### config.mk
export PLATFORM = sky130hd
export DESIGN_NAME = psms_ctrl
export DESIGN_NICKNAME = d
export VERILOG_FILES = /design/src/rtl/psms_pkg.sv /design/src/rtl/psms_ctrl.sv
export SDC_FILE = /design/constraint.sdc
export NUM_CORES = 1
export LEC_CHECK = 0
export ABC_AREA = 1
export BUFFER_PORTS_ARGS = -buffer_cell sky130_fd_sc_hd__buf_2
export CORE_AREA = 2 2 39 41
export CTS_CLUSTER_SIZE = 10
export DETAILED_ROUTE_END_ITERATION = 12
export DIE_AREA = 0 0 41 43
export SYNTH_ARGS = -nofsm -noshare
export SYNTH_HDL_FRONTEND = slang
export SYNTH_SLANG_ARGS = --single-unit
export TNS_END_PERCENT = 100
### constraint.sdc
create_clock -name clk -period 2.4 [get_ports clk]
set_input_delay 0.36 -clock clk [delete_from_list [all_inputs] [get_ports clk]]
set_output_delay 0.36 -clock clk [all_outputs]
set_load 0.005 [all_outputs]
### src/rtl/psms_pkg.sv
// Shared types and constants for the packed symmetric matrix store.
// Holds operation and status codes, controller/datapath command and status
// structs, and the packed triangle slot function. No dependencies.
package psms_pkg;

  localparam int FUNC_W   = 2;
  localparam int IDX_W    = 6;
  localparam int OPV_W    = 32;
  localparam int STATUS_W = 2;
  localparam int DIM_W    = 7;
  localparam int SLOT_W   = 2 * DIM_W - 1;

  localparam logic [DIM_W-1:0] RESET_DIM = 7'd64;

  localparam logic [FUNC_W-1:0] FUNC_READ  = 2'd0;
  localparam logic [FUNC_W-1:0] FUNC_WRITE = 2'd1;
  localparam logic [FUNC_W-1:0] FUNC_SUB   = 2'd2;
  localparam logic [FUNC_W-1:0] FUNC_SWAP  = 2'd3;

  localparam logic [STATUS_W-1:0] ST_OK    = 2'd0;
  localparam logic [STATUS_W-1:0] ST_EQUAL = 2'd1;
  localparam logic [STATUS_W-1:0] ST_RANGE = 2'd2;

  typedef enum logic [2:0] {
    MEM_NONE,
    MEM_RD_AB,
    MEM_WR_AB,
    MEM_SUB_AB,
    MEM_RD_P,
    MEM_RD_Q,
    MEM_WR_P,
    MEM_WR_Q
  } mem_op_t;

  typedef struct packed {
    logic    load_req;
    logic    clr_step;
    mem_op_t mem_op;
    logic    k_clear;
    logic    k_advance;
    logic    out_load;
  } psms_cmd_t;

  typedef struct packed {
    logic              clr_done;
    logic              req_ok;
    logic              diag;
    logic [FUNC_W-1:0] func;
    logic              k_skip;
    logic              k_last;
    logic              out_free;
  } psms_stat_t;

  // Word of entry (x,y), x != y: hi*(hi-1)/2 + lo
  function automatic logic [SLOT_W-1:0] slot_of(logic [DIM_W-1:0] x, logic [DIM_W-1:0] y);
    logic [DIM_W-1:0]   lo;
    logic [DIM_W-1:0]   hi;
    logic [2*DIM_W-1:0] prod;
    lo   = (x < y) ? x : y;
    hi   = (x < y) ? y : x;
    prod = (2*DIM_W)'(hi) * (2*DIM_W)'(hi - 1'b1);
    return SLOT_W'(prod >> 1) + SLOT_W'(lo);
  endfunction

endpackage

### src/rtl/psms_ctrl.sv
// Controller for the packed symmetric matrix store: sequences the clearing
// pass, request decode, memory accesses and the swap walk. Uses psms_pkg.
module psms_ctrl (
  input  logic                 clk,
  input  logic                 rst,
  input  logic                 in_valid,
  output logic                 in_ready,
  input  psms_pkg::psms_stat_t stat,
  output psms_pkg::psms_cmd_t  cmd
);
  import psms_pkg::*;

  typedef enum logic [3:0] {
    S_CLEAR,
    S_IDLE,
    S_CHECK,
    S_RD_WAIT,
    S_SW_CHK,
    S_SW_RD_Q,
    S_SW_WR_P,
    S_SW_WR_Q,
    S_DONE
  } state_t;

  state_t state;
  state_t state_next;

  always_ff @(posedge clk) begin
    if (rst) begin
      state <= S_CLEAR;
    end else begin
      state <= state_next;
    end
  end

  assign in_ready = (state == S_IDLE);

  always_comb begin
    state_next = state;
    cmd        = '0;
    cmd.mem_op = MEM_NONE;
    unique case (state)
      S_CLEAR: begin
        cmd.clr_step = 1'b1;
        if (stat.clr_done) begin
          state_next = S_IDLE;
        end
      end
      S_IDLE: begin
        if (in_valid) begin
          cmd.load_req = 1'b1;
          state_next   = S_CHECK;
        end
      end
      S_CHECK: begin
        if (!stat.req_ok || stat.diag) begin
          state_next = S_DONE;
        end else begin
          unique case (stat.func)
            FUNC_READ, FUNC_SUB: begin
              cmd.mem_op = MEM_RD_AB;
              state_next = S_RD_WAIT;
            end
            FUNC_WRITE: begin
              cmd.mem_op = MEM_WR_AB;
              state_next = S_DONE;
            end
            default: begin
              cmd.k_clear = 1'b1;
              state_next  = S_SW_CHK;
            end
          endcase
        end
      end
      S_RD_WAIT: begin
        if (stat.func == FUNC_SUB) begin
          cmd.mem_op = MEM_SUB_AB;
        end
        state_next = S_DONE;
      end
      S_SW_CHK: begin
        if (stat.k_skip) begin
          if (stat.k_last) begin
            state_next = S_DONE;
          end else begin
            cmd.k_advance = 1'b1;
          end
        end else begin
          cmd.mem_op = MEM_RD_P;
          state_next = S_SW_RD_Q;
        end
      end
      S_SW_RD_Q: begin
        cmd.mem_op = MEM_RD_Q;
        state_next = S_SW_WR_P;
      end
      S_SW_WR_P: begin
        cmd.mem_op = MEM_WR_P;
        state_next = S_SW_WR_Q;
      end
      S_SW_WR_Q: begin
        cmd.mem_op = MEM_WR_Q;
        if (stat.k_last) begin
          state_next = S_DONE;
        end else begin
          cmd.k_advance = 1'b1;
          state_next    = S_SW_CHK;
        end
      end
      S_DONE: begin
        // hold until the response register is free
        if (stat.out_free) begin
          cmd.out_load = 1'b1;
          state_next   = S_IDLE;
        end
      end
      default: begin
        state_next = S_IDLE;
      end
    endcase
  end

endmodule

==> run_results.csv <==
group,metric,value,unit
status,status,"complete, no violations",
clock_tree,clk_latency,0.23,ns
global_route,grt.busiest_layer,"met2",
timing,fin_skew,0.00158,ns
clock_tree,cts_buffers,3,
clock_tree,cts_root_buf,"clkbuf_4",
critical_path,startpoint,"state[0]$_SDFFE_PP0P_",
global_route,grt_max_degree,7,
flow_run,maxCapViolCount,0,
critical_path,cp.arrival,1.33,ns
global_route,use_met3,3.66,%
cells_and_area,largest_reg_flops,4,
placement,place.gp.congestion,0.850,
clock_tree,cts_setup_buffers,0,
logic_synthesis,yosys_warnings,0,
worst_hold_path,hold_class,"primary input to flip-flop",
pwr,leakage,0.000338,uW
die,die_height,43,microns
clock_tree,cts_resized,0,
detailed_routing,route.vias.total,576,
detailed_routing,route.detailed.drc,0,
timing,relSlewSlack,80.9,%
clock_tree,path_clk_slew,0.04,ns
placement,dpl_cell_area,581,sq um
clock_tree,cts_tree,"built",
critical_path,reg2reg_from,"state[3]$_SDFFE_PP0P_",
logic_synthesis,syn_nets,91,
cells_and_area,ff_latch_area,80.1,sq um
clock_tree,clock-sinks,4,
global_route,grt.met2_usage,25.3,%
critical_path,ff2ff_setup_slack,1.19,ns
critical_path,cp_max_fo,4,
global_route,grt_pass1_vias,517,
detailed_routing,antenna_left,0,
timing,fin_crit,1.69,ns
timing,finalCritPeriodShare,70.6,%
timing,setup_viol,0,
global_route,track_usage,15.8,%
die,pin_count,20,
worst_hold_path,hold_path.startpoint,"rst",
logic_synthesis,synth.distinct_cells,22,
clock_tree,htreeDepth,1,
cells_and_area,multi_input_area,318,sq um
cells_and_area,n_fill_cell,157,
critical_path,start_kind,"flip-flop",
pwr,vdd_drop_max,0.000348,V
die,core-area,1380,sq um
detailed_routing,drtPass1Iterations,5,
cells_and_area,n_antenna_cell,0,
worst_hold_path,worst_hold_path.endpoint,"state[3]$_SDFFE_PP0P_",
detailed_routing,drt_iter0_drc,7,
pwr,p_per_area,426,nW/um^2
clock_tree,clockBufferDepth,2,
cells_and_area,fin_util,43.6,%
critical_path,rr_worst_depth,7,
cells_and_area,top_register,"state",
die,die_width,41,microns
timing,hold_violations,0,
cells_and_area,layout-drive-gt1-share,33.3,%
global_route,grt_pass1_wl,1.91,mm
logic_synthesis,synth_area,465,sq um
clock_tree,ctsHoldBuffers,0,
die,rows,14,
detailed_routing,routed_wirelength,1.13,mm
global_route,use_met1,17.0,%
global_route,antenna_found_initial,0,
timing,setup_ws,0.705,ns
timing,tightest_slew,0.286,ns
die,die-area,1760,sq um
placement,pre_cts_ws,0.951,ns
timing,rsz0062_at_grt,"false",
logic_synthesis,syn_area_per_cell,5.82,sq um
timing,drv_slew,0,
critical_path,crit_type,"flip-flop to primary output",
critical_path,worstPathRequired,2.04,ns
critical_path,rr_endpoint,"state[2]$_SDFFE_PP0P_",
critical_path,end_kind,"primary output",
die,floorplan.initialDensity,33.6,%
detailed_routing,wire_per_inst,9.53,microns
timing,fmax,0.590,GHz
detailed_routing,avgViaCountPerCell,4.88,
placement,place_hpwl,954,microns
placement,port_buffers,19,
logic_synthesis,ys_seq_area_share,17.2,%
logic_synthesis,ys_ff_latch,4,
cells_and_area,nets,115,
global_route,grt_overflow,0,
timing,fin_setup_tns,0,ns
worst_hold_path,hold_path_depth,2,
cells_and_area,finalInstanceArea,603,sq um
logic_synthesis,synthCells,80,
cells_and_area,reg_top3,"state (4)",
cells_and_area,syn_to_final_growth,29.6,%
critical path, stage by stage, from the launching register on:
cell and delay, ns:
dfxtp_1 0.33, inv_1 0.12, nand2_1 0.11, nor2_4 0.16
nand3_1 0.09, o221ai_1 0.15, buf_2 0.14
metal layers:
metal	up-vias	part of all wire (%)
li1	306	-
met1	259	45
met2	11	51
met3	0	4.0
met4	0	0
met5	-	0
cell usage in the layout, fill, tap and decap left out, types with 2 or more instances in the layout:
cell type,Yosys,layout
nor2_1,13,13
o211ai_1,2,2
dfxtp_1,4,4
a21oi_1,2,2
nor2_2,3,3
nand2_1,11,11
buf_2,0,19
nor3_1,2,2
clkbuf_4,0,3
nand2_2,2,2
nand4_1,3,3
nor2_4,2,2
inv_1,16,16
inv_2,2,2
nand3_2,2,2
nand3_1,7,7
nand3b_1,2,2
power breakdown:
part / total [uW] / leakage, uW / internal [uW] / switching (uW)
Combinational: 94.5 / 0.000292 / 36.9 / 57.6
Clock: 82.1 / 0.0000138 / 55.9 / 26.2
Sequential: 80.3 / 0.0000326 / 72.5 / 7.73
Total: 257 / 0.000338 / 165 / 91.5
metrics by stage:
step | power (uW) | std cells | hold WS (ns)
after floorplan | 144 | 80 | 0.429
after global placement | 177 | 115 | 0.550
after detailed placement | 176 | 115 | 0.549
after CTS | 263 | 118 | 0.298
after global routing | 287 | 118 | 0.302
final | 257 | 118 | 0.308
cell families after synthesis:
family                 share of synthesized area (%)
flip-flops                                      17.2
buffers and inverters                           14.5
AND/OR/NAND/NOR                                 55.9
AO/OA/AOI/OAI                                   12.4
cells in the mapped netlist:
| cell | number | area share, % |
|---|---|---|
| inv_1 | 16 | 13 |
| nor2_1 | 13 | 10 |
| nand2_1 | 11 | 8.9 |
| nand3_1 | 7 | 7.5 |
| dfxtp_1 | 4 | 17 |
| nand4_1 | 3 | 4.0 |
| nor2_2 | 3 | 4.0 |
| a21oi_1 | 2 | 2.2 |
| inv_2 | 2 | 1.6 |
| nand2_2 | 2 | 2.7 |
| nand3_2 | 2 | 4.3 |
| nand3b_1 | 2 | 3.2 |
| nor2_4 | 2 | 4.8 |
| nor3_1 | 2 | 2.2 |
| o211ai_1 | 2 | 3.2 |
| a31oi_1 | 1 | 1.3 |
| nand2_4 | 1 | 2.4 |
| nor4_1 | 1 | 1.3 |
| o21ai_0 | 1 | 1.1 |
| o21ai_1 | 1 | 1.1 |
| o221ai_1 | 1 | 1.9 |
| o31ai_1 | 1 | 1.6 |
layout make-up:
cell class | count | area share (%)
sequential | 4 | 13.3
inverter | 18 | 11.2
timing repair buffer | 19 | 15.8
tap | 16 | 3.32
multi-input combinational | 58 | 52.7
clock buffer | 3 | 3.73
worst max-delay path by stage:
stage / to / slack, ns / depth (start not counted)
final: cmd[4] / 0.71 / 6
after global routing: cmd[4] / 0.54 / 6
after CTS: cmd[4] / 0.70 / 6
after detailed placement: cmd[2] / 0.95 / 7
after global placement: cmd[4] / 0.95 / 6
after floorplan: cmd[4] / 1.15 / 5
Note: power is estimated with default switching activity, not from simulation.
